`src/rtl/core/dnls_pkg.sv`:
```
// Shared types, constants and word tables for the DNS name label splitter.
// No dependencies.
`default_nettype none
package dnls_pkg;

  localparam int unsigned NUM_WORDS = 9;
  localparam int unsigned WORD_FR   = 0;

  localparam logic [7:0] DOT_CHAR = 8'h2E;
  localparam logic [7:0] UPPER_A  = 8'h41;
  localparam logic [7:0] UPPER_Z  = 8'h5A;
  localparam logic [7:0] CASE_OFS = 8'h20;

  localparam logic [NUM_WORDS-1:0] SECTOR_MASK = 9'h1FE;
  localparam logic [NUM_WORDS-1:0] ALL_WORDS   = 9'h1FF;

  // store each word last-first so byte i sits at bits [8i+7:8i]
  localparam logic [63:0] WORD_TEXT [NUM_WORDS] = '{
    64'("rf"), 64'("mon"), 64'("moc"), 64'("esserp"), 64'("ossa"),
    64'("icc"), 64'("seriaton"), 64'("vuog"), 64'("mt")
  };

  localparam logic [3:0] WORD_LEN [NUM_WORDS] = '{
    4'd2, 4'd3, 4'd3, 4'd6, 4'd4, 4'd3, 4'd8, 4'd4, 4'd2
  };

  typedef enum logic [1:0] {
    STATUS_OK       = 2'd0,
    STATUS_EMPTY    = 2'd1,
    STATUS_TOO_LONG = 2'd2
  } status_t;

  typedef struct packed {
    logic [NUM_WORDS-1:0] match_nxt;
    logic [NUM_WORDS-1:0] exact_cur;
    logic [NUM_WORDS-1:0] exact_nxt;
  } match_info_t;

endpackage
`default_nettype wire

```
`src/rtl/core/dnls_word_match.sv`:
```
// Per-character match of the current label against every word in the word table.
// Depends on dnls_pkg.
`default_nettype none
module dnls_word_match (
  input  wire logic [7:0]                    lower_char,
  input  wire logic [3:0]                    char_index,
  input  wire logic [dnls_pkg::NUM_WORDS-1:0] match_vec,
  output dnls_pkg::match_info_t              info
);
  import dnls_pkg::*;

  logic [3:0] index_nxt;

  assign index_nxt = (char_index < 4'd15) ? char_index + 4'd1 : char_index;

  always_comb begin
    for (int w = 0; w < NUM_WORDS; w++) begin
      info.match_nxt[w] = match_vec[w] && (char_index < WORD_LEN[w]) &&
                          (WORD_TEXT[w][{char_index[2:0], 3'b000} +: 8] == lower_char);
      info.exact_cur[w] = match_vec[w] && (char_index == WORD_LEN[w]);
      info.exact_nxt[w] = info.match_nxt[w] && (index_nxt == WORD_LEN[w]);
    end
  end

endmodule
`default_nettype wire

```
`src/rtl/core/domain_name_label_splitter_unit.sv`:
```
// A byte passes through the input register and then the result register on its way out.
// Throughput: one byte per cycle unless the result side stalls; the state update is combinational.
// Backpressure on the result side stalls the input register, which stays full.
// Reset (rst_n low, synchronous) empties both registers and returns the scan
// state to the start-of-name values; the state also returns there after each last byte.
`default_nettype none
module domain_name_label_splitter_unit #(
  parameter int unsigned MAX_NAME_LENGTH = 255
) (
  input  wire logic       clk,
  input  wire logic       rst_n,
  input  wire logic       in_valid,
  output logic            in_ready,
  input  wire logic [7:0] in_name_char,
  input  wire logic       in_last,
  output logic            out_valid,
  input  wire logic       out_ready,
  output logic [7:0]      out_lower_char,
  output logic            out_done_res,
  output logic [1:0]      out_status,
  output logic [7:0]      out_name_length,
  output logic [7:0]      out_label_count,
  output logic [7:0]      out_tld_start,
  output logic [7:0]      out_reg_start
);
  import dnls_pkg::*;

  localparam int unsigned CW = $clog2(MAX_NAME_LENGTH + 2);
  localparam logic [CW-1:0] MAX_C = CW'(MAX_NAME_LENGTH);

  logic                 in_vld_r;
  logic [7:0]           in_char_r;
  logic                 in_last_r;
  logic                 advance;

  logic [CW-1:0]        raw_count_r, raw_count_nxt;
  logic [7:0]           dot_count_r, dot_count_nxt;
  logic [7:0]           start0_r, start0_nxt;
  logic [7:0]           start1_r, start1_nxt;
  logic [7:0]           start2_r, start2_nxt;
  logic [3:0]           char_index_r, char_index_nxt;
  logic [NUM_WORDS-1:0] match_vec_r, match_vec_nxt;
  logic                 prev_sector_r, prev_sector_nxt;
  logic                 seen_r, seen_nxt;
  logic [7:0]           snap_len_r, snap_len_nxt;
  logic [7:0]           snap_lab_r, snap_lab_nxt;
  logic [7:0]           snap_tld_r, snap_tld_nxt;
  logic [7:0]           snap_reg_r, snap_reg_nxt;

  logic [7:0]           lc;
  logic [7:0]           pos_plus1;
  match_info_t          minfo;
  status_t              status;

  assign advance  = !out_valid || out_ready;
  assign in_ready = !in_vld_r || advance;

  assign lc = ((in_char_r >= UPPER_A) && (in_char_r <= UPPER_Z)) ?
              in_char_r + CASE_OFS : in_char_r;
  assign pos_plus1 = 8'(raw_count_r) + 8'd1;

  dnls_word_match u_match (
    .lower_char (lc),
    .char_index (char_index_r),
    .match_vec  (match_vec_r),
    .info       (minfo)
  );

  always_comb begin
    raw_count_nxt   = (raw_count_r <= MAX_C) ? raw_count_r + CW'(1) : raw_count_r;
    dot_count_nxt   = dot_count_r;
    start0_nxt      = start0_r;
    start1_nxt      = start1_r;
    start2_nxt      = start2_r;
    char_index_nxt  = char_index_r;
    match_vec_nxt   = match_vec_r;
    prev_sector_nxt = prev_sector_r;
    seen_nxt        = seen_r;
    snap_len_nxt    = snap_len_r;
    snap_lab_nxt    = snap_lab_r;
    snap_tld_nxt    = snap_tld_r;
    snap_reg_nxt    = snap_reg_r;
    if (lc == DOT_CHAR) begin
      prev_sector_nxt = |(minfo.exact_cur & SECTOR_MASK);
      dot_count_nxt   = (dot_count_r < 8'd255) ? dot_count_r + 8'd1 : dot_count_r;
      start2_nxt      = start1_r;
      start1_nxt      = start0_r;
      start0_nxt      = pos_plus1;
      char_index_nxt  = 4'd0;
      match_vec_nxt   = ALL_WORDS;
    end else begin
      match_vec_nxt  = minfo.match_nxt;
      char_index_nxt = (char_index_r < 4'd15) ? char_index_r + 4'd1 : char_index_r;
      seen_nxt       = 1'b1;
      snap_len_nxt   = pos_plus1;
      snap_lab_nxt   = (dot_count_r == 8'd255) ? 8'd255 : dot_count_r + 8'd1;
      snap_tld_nxt   = start0_r;
      snap_reg_nxt   = (minfo.exact_nxt[WORD_FR] && prev_sector_r) ? start2_r : start1_r;
    end
    if (raw_count_nxt > MAX_C) begin
      status = STATUS_TOO_LONG;
    end else if (!seen_nxt) begin
      status = STATUS_EMPTY;
    end else begin
      status = STATUS_OK;
    end
  end

  always_ff @(posedge clk) begin
    if (!rst_n) begin
      in_vld_r <= 1'b0;
    end else if (in_ready) begin
      in_vld_r <= in_valid;
    end
  end

  always_ff @(posedge clk) begin
    if (in_ready && in_valid) begin
      in_char_r <= in_name_char;
      in_last_r <= in_last;
    end
  end

  always_ff @(posedge clk) begin
    if (!rst_n) begin
      out_valid <= 1'b0;
    end else if (advance) begin
      out_valid <= in_vld_r;
    end
  end

  always_ff @(posedge clk) begin
    if (advance && in_vld_r) begin
      out_lower_char  <= lc;
      out_done_res    <= in_last_r;
      out_status      <= in_last_r ? status : STATUS_OK;
      if (in_last_r && (status == STATUS_OK)) begin
        out_name_length <= snap_len_nxt;
        out_label_count <= snap_lab_nxt;
        out_tld_start   <= snap_tld_nxt;
        out_reg_start   <= snap_reg_nxt;
      end else begin
        out_name_length <= 8'd0;
        out_label_count <= 8'd0;
        out_tld_start   <= 8'd0;
        out_reg_start   <= 8'd0;
      end
    end
  end

  always_ff @(posedge clk) begin
    if (!rst_n || (advance && in_vld_r && in_last_r)) begin
      raw_count_r   <= '0;
      dot_count_r   <= 8'd0;
      start0_r      <= 8'd0;
      start1_r      <= 8'd0;
      start2_r      <= 8'd0;
      char_index_r  <= 4'd0;
      match_vec_r   <= ALL_WORDS;
      prev_sector_r <= 1'b0;
      seen_r        <= 1'b0;
      snap_len_r    <= 8'd0;
      snap_lab_r    <= 8'd0;
      snap_tld_r    <= 8'd0;
      snap_reg_r    <= 8'd0;
    end else if (advance && in_vld_r) begin
      raw_count_r   <= raw_count_nxt;
      dot_count_r   <= dot_count_nxt;
      start0_r      <= start0_nxt;
      start1_r      <= start1_nxt;
      start2_r      <= start2_nxt;
      char_index_r  <= char_index_nxt;
      match_vec_r   <= match_vec_nxt;
      prev_sector_r <= prev_sector_nxt;
      seen_r        <= seen_nxt;
      snap_len_r    <= snap_len_nxt;
      snap_lab_r    <= snap_lab_nxt;
      snap_tld_r    <= snap_tld_nxt;
      snap_reg_r    <= snap_reg_nxt;
    end
  end

endmodule
`default_nettype wire

```
`config.mk`:
```
export PLATFORM = sky130hd
export DESIGN_NAME = domain_name_label_splitter_unit
export DESIGN_NICKNAME = d
export VERILOG_FILES = /design/src/rtl/core/dnls_pkg.sv /design/src/rtl/core/dnls_word_match.sv /design/src/rtl/core/domain_name_label_splitter_unit.sv
export SDC_FILE = /design/constraint.sdc
export NUM_CORES = 1
export LEC_CHECK = 0
export BUFFER_PORTS_ARGS = -buffer_cell sky130_fd_sc_hd__buf_2
export CORE_MARGIN = 10
export CORE_UTILIZATION = 47
export DETAILED_ROUTE_END_ITERATION = 10
export PLACE_DENSITY = 0.64
export SYNTH_ARGS = -nofsm -noshare
export SYNTH_HDL_FRONTEND = slang
export SYNTH_SLANG_ARGS = --single-unit
```
`constraint.sdc`:
```
create_clock -name clk -period 4.25 [get_ports clk]
set_input_delay 0.425 -clock clk [delete_from_list [all_inputs] [get_ports clk]]
set_output_delay 0.425 -clock clk [all_outputs]
set_load 0.05 [all_outputs]
```
[Word level (Yosys, flattened, before mapping)]
Index checks and enable logic that the tools add are counted.
Cells by class
  add/subtract/negate cells: 5
  order comparisons: 11
  equal/unequal tests: 17
  shifts and indexed selects: 9
  mux-type cells: 14
  reductions and logical operators: 43
Operators by type and width (count)
  variable part select 64 x 7 -> 8 bit, first input constant: 9
  == test 8 bit: 9
  two-way mux 8 bit: 7
  logical AND 1 bit: 33
  two-way mux 9 bit: 2
  adder 8 x 1 -> 8 bit, second input constant: 2
  == test 4 x 2 -> 1 bit, second input constant: 3
  adder 9 x 1 -> 9 bit, second input constant: 1
  > comparator 9 x 8 -> 1 bit, second input constant: 1
  less-or-equal comparator 9 x 8 -> 1 bit, second input constant: 1
  adder 8 x 6 -> 8 bit, second input constant: 1
  == test 4 x 3 -> 1 bit, second input constant: 2
  == test 8 x 6 -> 1 bit, second input constant: 1
  == test 8 bit, second input constant: 1
  greater-or-equal comparator 8 x 7 -> 1 bit, second input constant: 1
  less-or-equal comparator 8 x 7 -> 1 bit, second input constant: 1
  less-than comparator 4 x 2 -> 1 bit, second input constant: 2
  less-than comparator 4 x 3 -> 1 bit, second input constant: 2
  less-than comparator 4 bit, second input constant: 2
  less-than comparator 8 bit, second input constant: 1
  two-way mux 4 bit: 2
  OR reduction 8 bit: 1
  adder 4 x 1 -> 4 bit, second input constant: 1
  == test 4 bit, second input constant: 1
  7 further kinds: 12
Storage, ports and cells
  flip-flop bits (word level): 142
  input port bits: 13
  output and inout port bits: 45
  word-level logic and storage cells: 123

[Longest topological paths before layout]
Gate-level depths: netlist of run 1.
  word-level depth: 9
  mapped depth: 10
  depth with buffers taken out: 9

[By module]
From an unflattened synthesis of run 1, not the netlist that was laid out.
Second synthesis, totals
  cell total of the unflattened synthesis: 775
  area total of the unflattened synthesis: 7239.4 sq um
Modules (own cells, without submodules)
  domain_name_label_splitter_unit: instances 1, cells each 624, area each 6125.9 sq um, seq. area each 3363.2 sq um
  dnls_word_match: instances 1, cells each 151, area each 1113.6 sq um, seq. area each 0.0 sq um

[Worst setup path after synthesis of run 1]
No wires, ideal clock.
  path type: register -> register
  start point: register out_valid
  end point: register match_vec_r[3]
  setup time: 0.122 ns
  arrival: 2.504 ns
  data required time: 4.128 ns
  setup slack: 1.624 ns
  cell stages (with the launch flop): 8
  buffers on the path: 1
  period minus slack after synthesis: 2.626 ns
  path through: dfxtp_1 nor2b_1 nand2b_1 buf_2 inv_2 a21boi_1 nand2_1 a221o_1
On the way
  word-level cells in the longest chain between the ends: 5
Ends and longest elaborated chain
  from (decl): RTL line domain_name_label_splitter_unit.sv:16  | output logic out_valid,
  from (signal assigned): RTL line domain_name_label_splitter_unit.sv:128  | out_valid <= in_vld_r;
  logical NOT 1 bit *: RTL line domain_name_label_splitter_unit.sv:55  | assign advance = !out_valid || out_ready;
  logical OR 1 bit *: RTL line domain_name_label_splitter_unit.sv:55
  logical AND 1 bit *: RTL line domain_name_label_splitter_unit.sv:152, domain_name_label_splitter_unit.sv:166
  logical AND 1 bit: RTL line domain_name_label_splitter_unit.sv:152  | if (!rst_n || (advance && in_vld_r && in_last_r)) begin
  logical OR 1 bit: RTL line domain_name_label_splitter_unit.sv:152
  to (signal assigned): RTL line domain_name_label_splitter_unit.sv:173  | match_vec_r <= match_vec_nxt;
  to (decl): RTL line domain_name_label_splitter_unit.sv:42  | logic [NUM_WORDS-1:0] match_vec_r, match_vec_nxt;
Every way passes the cells marked *; elsewhere a longest branch is shown, timed or not.
A chain may end at the register's enable or synchronous reset.

[Worst setup path after layout of run 1]
  start point: register in_char_r[6]
  end point: register out_reg_start[1], data pin
On the way
  word-level cells in the longest chain between the ends: 9
  elaborated cells on any way between the ends: 17
  classes of those cells: 1 x add/sub; 2 x order compare; 2 x eq/ne; 6 x mux; 6 x reduce/logical
Ends and longest elaborated chain
  from (decl): RTL line domain_name_label_splitter_unit.sv:32  | logic [7:0] in_char_r;
  from (signal assigned): RTL line domain_name_label_splitter_unit.sv:119  | in_char_r <= in_name_char;
  greater-or-equal comparator 8 x 7 -> 1 bit / less-or-equal comparator 8 x 7 -> 1 bit (equally long branches): RTL line domain_name_label_splitter_unit.sv:58  | assign lc = ((in_char_r >= UPPER_A) && (in_char_r <= UPPER_Z)) ?
  logical AND 1 bit: RTL line domain_name_label_splitter_unit.sv:58
  two-way mux 8 bit *: RTL line domain_name_label_splitter_unit.sv:58
  == test 8 x 6 -> 1 bit / == test 8 bit (equally long branches): RTL line domain_name_label_splitter_unit.sv:83, dnls_word_match.sv:19
  two-way mux 1 bit / logical AND 1 bit (equally long branches): RTL line domain_name_label_splitter_unit.sv:83, dnls_word_match.sv:18
  two-way mux 1 bit / logical AND 1 bit (equally long branches): RTL line domain_name_label_splitter_unit.sv:102, dnls_word_match.sv:21
  two-way mux 2 bit / logical AND 1 bit (equally long branches): RTL line domain_name_label_splitter_unit.sv:100, domain_name_label_splitter_unit.sv:98
  logical NOT 2 bit / two-way mux 8 bit (equally long branches): RTL line domain_name_label_splitter_unit.sv:137, domain_name_label_splitter_unit.sv:98
  logical AND 1 bit / two-way mux 8 bit (equally long branches): RTL line domain_name_label_splitter_unit.sv:137, domain_name_label_splitter_unit.sv:83
  to (signal assigned): RTL line domain_name_label_splitter_unit.sv:141  | out_reg_start <= snap_reg_nxt;
  to (decl): RTL line domain_name_label_splitter_unit.sv:24  | output logic [7:0] out_reg_start
Marks and branches as above.

==> results.cfg, run 1 <==
[run_status]
status = finished, final reports clean

[floorplanning]
die_w_um = 139
core_um2 = 13900
placementRows = 43
start_util = 0.481
ios = 58
die_height_um = 139
dieArea_um2 = 19400

[drt]
totalWireLength_mm = 15.9
drt_iter0_drc = 551
vias = 5286
ant_nets = 0
drc = 0
dr.pass1.iters = 6
viasPerCell = 5.54
routedWlPerCell_um = 16.7

[worst_hold_path]
min_path_type = in2reg

[clock_tree]
clk_pin_slew_worst_paths_ns = 0.06
cts_max_path_buffers = 2
postCtsSetupRepairBufs = 0
clkSinkCount = 142
ctsHoldBuffers = 0
cts_root_buffer = clkbuf_16
cts_resized = 0
cts_made_buffers = 17
cts_max_level = 4
clk_latency_ns = 0.42
cts_tree = yes

[global_routing]
grt_pass1_wl_mm = 26.2
overflow = 0
grt_usage = 0.164
antenna_found_initial = 0
grt_pass1_vias = 4984
grt_max_degree = 37

[placement]
place_area_um2 = 7120
dp_hpwl_mm = 11.1
gp_congestion = 0.902
port_buffers = 57

[setup_path]
cp_data_required_time_ns = 4.52
slowest_stage = a21oi_2
path_max_fanout = 18
crit_type = reg2reg
path_cells = ha_1 -> nor3_1 -> o221ai_4 -> a21oi_2 -> and3_1 -> nand2_1 -> o21ai_1
critPathMaxStageDelay_ns = 0.75
cp_data_arrival_time_ns = 3.51
end_kind = flip-flop
worst_setup_path_start_kind = flip-flop

[timing]
drv_slew = 0
setup_viol = 0
whs_ns = 0.177
worst_pin_slew_ns = 1.09
slew_headroom = 0.269
finalClockSkew_ns = 0.0104
rsz0062_at_grt = no
final.period_utilization = 0.762
final.setup.tns_ns = 0
finalWorstPathRequiredPeriod_ns = 3.24
fmax_mhz = 309
hold_violations = 0

[logic_synthesis]
yosys-top-cells-area = dfxtp_1, edfxtp_1, nand2_1
ys_seq_area_frac = 0.502
avgSynthCellArea_um2 = 9.30
synth_nets = 749
synth_edf_count = 52
synth_top_cell_by_area = dfxtp_1
yosysWarnings = 0
syn_inst = 720
yosys_most_used_dff = dfxtp_1
ys_ff_latch = 142
synth_area_um2 = 6700
ys_types = 67
synth_commonest_cells = nand2_1, dfxtp_1, nor2_1
ys_async_sr_fraction = 0
synth_top_area_share = 0.269
yosysMostFrequentCell = nand2_1

[power_and_ir_drop]
seqPwrFrac = 0.472
power.switching_mw = 0.828
powerDensity_nw_per_um2 = 414
p_int_mw = 2.35
pwr-share-comb = 0.093
peakVddDrop_v = 0.000291
p_leak_nw = 2.75
p_sw_frac = 0.261
clock_power_share = 0.435

[final_layout]
n_antenna_cell = 0
design_area_um2 = 7670
drive_above_1_share = 0.155
area_delta_synth_final_pct = 14.5
fin_nets = 791

[job]
maxCapViolCount = 0
==> layout by cell type (no fill, tap or decap), drive strengths merged, types with 4 or more instances in the layout <==
master and instances:
a211oi 34, a21oi 73, a31oi 6, buf 74
clkbuf 18, clkinv 8, dfxtp 90, edfxtp 52
ha 16, inv 13, mux2i 13, nand2 119
nand3 18, nand4 6, nor2 83, nor2b 5
nor3 11, nor4 4, o211ai 6, o21ai 24
o221ai 5, or3 5, or4 4, xnor2 17
xor2 21
==> critical path, delay by kind of cell (launching register included) <==
family	cells	cell delay, ns
adders and majority gates	1	0.36
AOI/OAI and AO/OA	3	1.08
DFF	1	0.68
and+or+nand+nor	3	0.96
==> through the flow <==
step	util	cells	setup WS [ns]	power [mW]
detailed placement	0.511	923	1.06	1.82
CTS	0.550	955	1.03	3.20
floorplan	-	720	1.62	1.74
finish	0.550	955	1.01	3.18
global route	0.550	955	0.730	3.29
global placement	0.511	923	1.15	1.82
==> metal layers <==
layer | vias up | wire [µm] | track usage
li1 | 2643 | - | -
met1 | 2503 | 7660 | 0.224
met2 | 128 | 7380 | 0.248
met3 | 12 | 764 | 0.0398
met4 | 0 | 140 | 0.0516
met5 | - | 0 | 0
==> flip-flops by register name, summed over array words and instances (netlist names), 2 cells and up <==
| register | cells |
|---|---|
| char_index_r | 4 |
| start2_r | 8 |
| out_reg_start | 8 |
| snap_lab_r | 8 |
| match_vec_r | 9 |
| dot_count_r | 8 |
| snap_reg_r | 8 |
| out_tld_start | 8 |
| in_char_r | 8 |
| start0_r | 8 |
| raw_count_r | 9 |
| out_label_count | 8 |
| snap_len_r | 8 |
| start1_r | 8 |
| out_lower_char | 8 |
| out_name_length | 8 |
| snap_tld_r | 8 |
| out_status | 2 |
==> area by class of cell <==
cell class | instances | area (µm²)
flip-flops and latches | 142 | 3360
well taps | 180 | 225
fillers | 1223 | 6270
multi-input cells | 517 | 3080
clock inverters | 14 | 118
repair buffers | 74 | 413
clock buffers | 18 | 429
inverters | 10 | 37.5
==> cell families after synthesis <==
kind of cell / after synthesis / share of synthesized area
AND/OR/NAND/NOR: 273 / 0.184
adder cells (fa/ha/maj): 16 / 0.0299
buffers and inverters: 61 / 0.0391
multiplexers: 14 / 0.0211
AO/OA/AOI/OAI: 176 / 0.174
XOR/XNOR: 38 / 0.0497
flip-flops: 142 / 0.502
==> power groups by stage <==
stage / Combinational, mW / Clock [mW] / Sequential [mW]
final: 0.296 / 1.38 / 1.50
after global routing: 0.320 / 1.47 / 1.50
after CTS: 0.296 / 1.40 / 1.50
after detailed placement: 0.295 / 0 / 1.53
after global placement: 0.292 / 0 / 1.52
after floorplan: 0.164 / 0 / 1.58
==> worst paths after layout <==
check	start	endpoint	slack, ns	cells past startpoint
hold / removal	in_name_char[7]	in_char_r[7]$_DFFE_PP_	0.18	1
hold reg to reg	start2_r[1]$_SDFFE_PP0P_	start2_r[1]$_SDFFE_PP0P_	0.45	2
setup reg to reg	in_char_r[6]$_DFFE_PP_	out_reg_start[1]$_SDFFCE_PN0P_	1.01	7
setup / recovery	in_char_r[6]$_DFFE_PP_	out_reg_start[1]$_SDFFCE_PN0P_	1.01	7
(Power assumes the default switching activity.)
==> inputs of run 2 (changes only) <==
Clock period 4.25 ns to 3.1 ns, I/O delays scaled along.
==> run 2 against run 1 <==
Effect of this change: critical path depth is 2 higher; wire length is 1.6% lower; via count is 2.6% higher; combinational power is 43% higher; sequential cell count stayed put; clock skew is 0.0013 ns lower; core utilization is 0.45 points higher; sequential share of layout area is 0.36 points lower; final cell count is 0.73% higher; global-route usage hardly changed.
==> results.cfg, run 2 (synthesis gave the netlist of run 1 again) <==
[worst_hold_path]
min_to = in_last_r$_DFFE_PP_
min_path_type = in2reg
hold_depth = 1
min_from = in_last

[timing]
whs_ns = 0.0607
finalWorstPathRequiredPeriod_ns = 2.78
hold_violations = 0
final.setup.tns_ns = 0
fin_ws_ns = 0.318
finalClockSkew_ns = 0.00907
slew_headroom = 0.265
setup_viol = 0
fmax_mhz = 359
drv_slew = 0
rsz0062_at_grt = no
final.period_utilization = 0.897
worst_pin_slew_ns = 1.10

[clock_tree]
cts_max_level = 4
ctsHoldBuffers = 0
cts_root_buffer = clkbuf_16
postCtsSetupRepairBufs = 0
clk_pin_slew_worst_paths_ns = 0.06
clk_latency_ns = 0.43
cts_max_path_buffers = 2
clkSinkCount = 142
cts_made_buffers = 17
cts_resized = 0
cts_tree = yes

[drt]
met3_length_um = 913
ant_nets = 0
dr.pass1.iters = 6
drc = 0
viasPerCell = 5.64
totalWireLength_mm = 15.7
vias = 5421
routed.top_layer = met4
met2_length_mm = 7.30
drt_iter0_drc = 501
wl_met1_mm = 7.22
routedWlPerCell_um = 16.3

[final_layout]
final_common_cell = nand2_1
reg_top3 = match_vec_r x9, raw_count_r x9
final_util = 0.555
area_delta_synth_final_pct = 15.4
fin_cells = 962
drive_above_1_share = 0.168
mostFrequentLayoutCells = nand2_1, dfxtp_1, nor2_1
n_antenna_cell = 0
design_area_um2 = 7730
fin_nets = 798

[global_routing]
grt_pass1_vias = 5164
overflow = 0
grt_usage = 0.163
grt_pass1_wl_mm = 26.4
grt_max_degree = 53
antenna_found_initial = 0

[floorplanning]
dieArea_um2 = 19400
die_height_um = 139
ios = 58
placementRows = 43
start_util = 0.481
die_w_um = 139
core_um2 = 13900

[setup_path]
cp_data_arrival_time_ns = 2.93
worst_setup_path_start_kind = flip-flop
crit_type = reg2reg
end_kind = flip-flop
r2r_end = out_reg_start[3]$_SDFFCE_PN0P_
timing.reg2reg.worst_path_depth = 9
cp_data_required_time_ns = 3.25
r2r_slack_ns = 0.32
path_max_fanout = 11
crit-reg2reg-launch = char_index_r[0]$_SDFFE_PP0P_

[placement]
port_buffers = 57
dp_hpwl_mm = 11.0
place_area_um2 = 7170
placed_cells = 930
gp_congestion = 0.892
post-place-ws_ns = 0.321

[power_and_ir_drop]
finalPower_mw = 4.36
p_leak_nw = 2.78
powerDensity_nw_per_um2 = 564
peakVddDrop_v = 0.000324

[job]
maxCapViolCount = 0

[run_status]
status = finished, final reports clean
## run 2: final cells by class
cell class,count,area [µm²]
flip-flops and latches,142,3360
well taps,180,225
clock inverters,15,131
repair buffers,81,465
fillers,1200,6200
inverters,10,37.5
clock buffers,17,425
multi-input cells,517,3080
## run 2: worst max-delay path by stage
stage,start,endpoint,slack [ns],cells past startpoint
finish,char_index_r[0]$_SDFFE_PP0P_,out_reg_start[3]$_SDFFCE_PN0P_,0.32,9
global route,char_index_r[0]$_SDFFE_PP0P_,out_reg_start[3]$_SDFFCE_PN0P_,0.07,8
CTS,char_index_r[0]$_SDFFE_PP0P_,out_reg_start[3]$_SDFFCE_PN0P_,0.29,9
detailed placement,char_index_r[0]$_SDFFE_PP0P_,out_reg_start[3]$_SDFFCE_PN0P_,0.32,9
global placement,char_index_r[0]$_SDFFE_PP0P_,out_reg_start[5]$_SDFFCE_PN0P_,0.38,9
floorplan,out_valid$_SDFFE_PN0P_,match_vec_r[3]$_SDFFE_PP1P_,0.47,7
## run 2: per-layer routing
metal | vias to the layer above | global-route usage
met3 | 27 | 0.0415
li1 | 2668 | -
met5 | - | 0
met1 | 2573 | 0.217
met2 | 153 | 0.248
met4 | 0 | 0.0653
## run 2: critical path: stages (launching register included)
cell and delay [ns]:
dfxtp_1 0.57, ha_1 0.35, inv_1 0.09, ha_1 0.27, a31oi_1 0.19, nand3_1 0.10, a21oi_1 0.24, nand4_4 0.27
mux2i_1 0.30, o21ai_0 0.13
## run 2: where the power goes
group	switching (mW)	internal, mW
clock	0.856	1.05
sequential	0.0376	2.00
combinational	0.300	0.123
==> inputs of run 3 (changes only) <==
Settings changed: PLACE_DENSITY 0.64 to 0.67.
Clock period 3.1 ns to 2.5 ns, I/O delays scaled along.
==> run 3 against run 2 <==
Effect of this change: register-to-register slack lost 0.23 ns; critical endpoint unchanged; sequential cell count did not move; worst hold slack worse by 0.047 ns; critical path type unchanged; largest power group unchanged.
==> results.cfg, run 3 (synthesis gave the netlist of run 1 again) <==
[run_status]
status = finished, final reports clean

[drt]
dr.pass1.iters = 5
viasPerCell = 5.60
vias = 5526
ant_nets = 0
drc = 0
routedWlPerCell_um = 16.8
drt_iter0_drc = 397
totalWireLength_mm = 16.6

[placement]
gp_congestion = 0.905
port_buffers = 57
placed_cells = 948
dp_hpwl_mm = 11.6
post-place-ws_ns = -0.0247

[final_layout]
n_antenna_cell = 0
reg_top3 = match_vec_r x9, raw_count_r x9
fin_nets = 823
final_util = 0.582
fillCellCount = 1187
mostFrequentLayoutCells = nand2_1, dfxtp_1, nor2_1
fin_cells = 987
final_common_cell = nand2_1
drive_above_1_share = 0.204
area_delta_synth_final_pct = 21.0

[global_routing]
antenna_found_initial = 0
grt_max_degree = 58
grt_pass1_vias = 5425
grt_pass1_wl_mm = 27.4
overflow = 0
grt_usage = 0.169

[power_and_ir_drop]
peakVddDrop_v = 0.000512
p_leak_nw = 2.92
powerDensity_nw_per_um2 = 676

[setup_path]
path_cells = or4_4 -> o221ai_4 -> o211ai_1 -> nand4_4 -> mux2i_1 -> o21ai_0
slowest_stage = or4_4
crit_buf_inv = 0
cp_data_required_time_ns = 2.67
cp_data_arrival_time_ns = 2.58
crit_type = reg2reg
path_max_fanout = 8
worst_setup_path_start_kind = flip-flop
critical_path.top_delay_family = simple AND/OR/NAND/NOR gates
end_kind = flip-flop
critPathMaxStageDelay_ns = 0.61

[clock_tree]
cts_tree = yes
clkSinkCount = 142
cts_max_level = 4
cts_root_buffer = clkbuf_16
clk_pin_slew_worst_paths_ns = 0.06
cts_max_path_buffers = 2
clk_latency_ns = 0.42
cts_made_buffers = 17

[floorplanning]
die_w_um = 139
die_height_um = 139
dieArea_um2 = 19400
ios = 58
placementRows = 43
start_util = 0.481
core_um2 = 13900

[timing]
final.setup.tns_ns = 0
hold_violations = 0
whs_ns = 0.0133
setup_viol = 0
fmax_mhz = 415
final.period_utilization = 0.964
fin_ws_ns = 0.0902
slew_headroom = 0.620
finalClockSkew_ns = 0.00613
worst_pin_slew_ns = 0.570
finalWorstPathRequiredPeriod_ns = 2.41
drv_slew = 0

[worst_hold_path]
min_path_type = in2reg

[job]
maxCapViolCount = 0
run 3: cell types whose count changed in the layout (fill, tap and decap cells not counted), sizes merged:
cell | before | now
buf | 81 | 101
clkbuf | 17 | 25
dlygate4sd3 | 0 | 5
inv | 15 | 10
clkinvlp | 2 | 0
clkinv | 8 | 7
run 3: layout make-up:
cell class	count	area, µm²	share of cell area
Multi-Input combinational cell	517	3190	0.393
Timing Repair Buffer	106	728	0.0899
Tap cell	180	225	0.0278
Clock inverter	7	53.8	0.00664
Clock buffer	25	508	0.0627
Inverter	10	37.5	0.00463
Sequential cell	142	3360	0.415
run 3: power by group:
part	switching, mW	internal (mW)	total [mW]
logic	0.398	0.197	0.595
clock network	0.946	1.42	2.36
registers	0.0439	2.48	2.52
total	1.39	4.09	5.48
run 3: through the flow:
stage               area, µm²  power, mW
detailed placement       7380       3.14
CTS                      8000       5.50
global placement         7380       3.13
finish                   8100       5.48
global route             8100       5.67
floorplan                6710       2.96
run 3: path summary, 6_finish.rpt:
check / startpoint / to / slack, ns / depth (start not counted)
worst max-delay path: in_char_r[0]$_DFFE_PP_ / out_reg_start[3]$_SDFFCE_PN0P_ / 0.09 / 6
worst min-delay path: in_name_char[5] / in_char_r[5]$_DFFE_PP_ / 0.01 / 1
worst max register to register: in_char_r[0]$_DFFE_PP_ / out_reg_start[3]$_SDFFCE_PN0P_ / 0.09 / 6
worst min register to register: snap_tld_r[3]$_SDFFE_PP0P_ / snap_tld_r[3]$_SDFFE_PP0P_ / 0.46 / 2
run 3: what timing repair did:
item,CTS,global route
endpoints found under the hold margin,5,0
resized for setup,2,17
setup endpoints to repair,4,36
hold buffers,5,0
buffers inserted,0,2
pin swaps,0,5
run 3: routing by layer:
layer,part of all wire,global-route usage,vias up
met1,0.46,0.223,2645
met2,0.47,0.264,154
met3,0.053,0.0381,29
met4,0.017,0.0637,0
met5,0,0,-
li1,-,-,2698
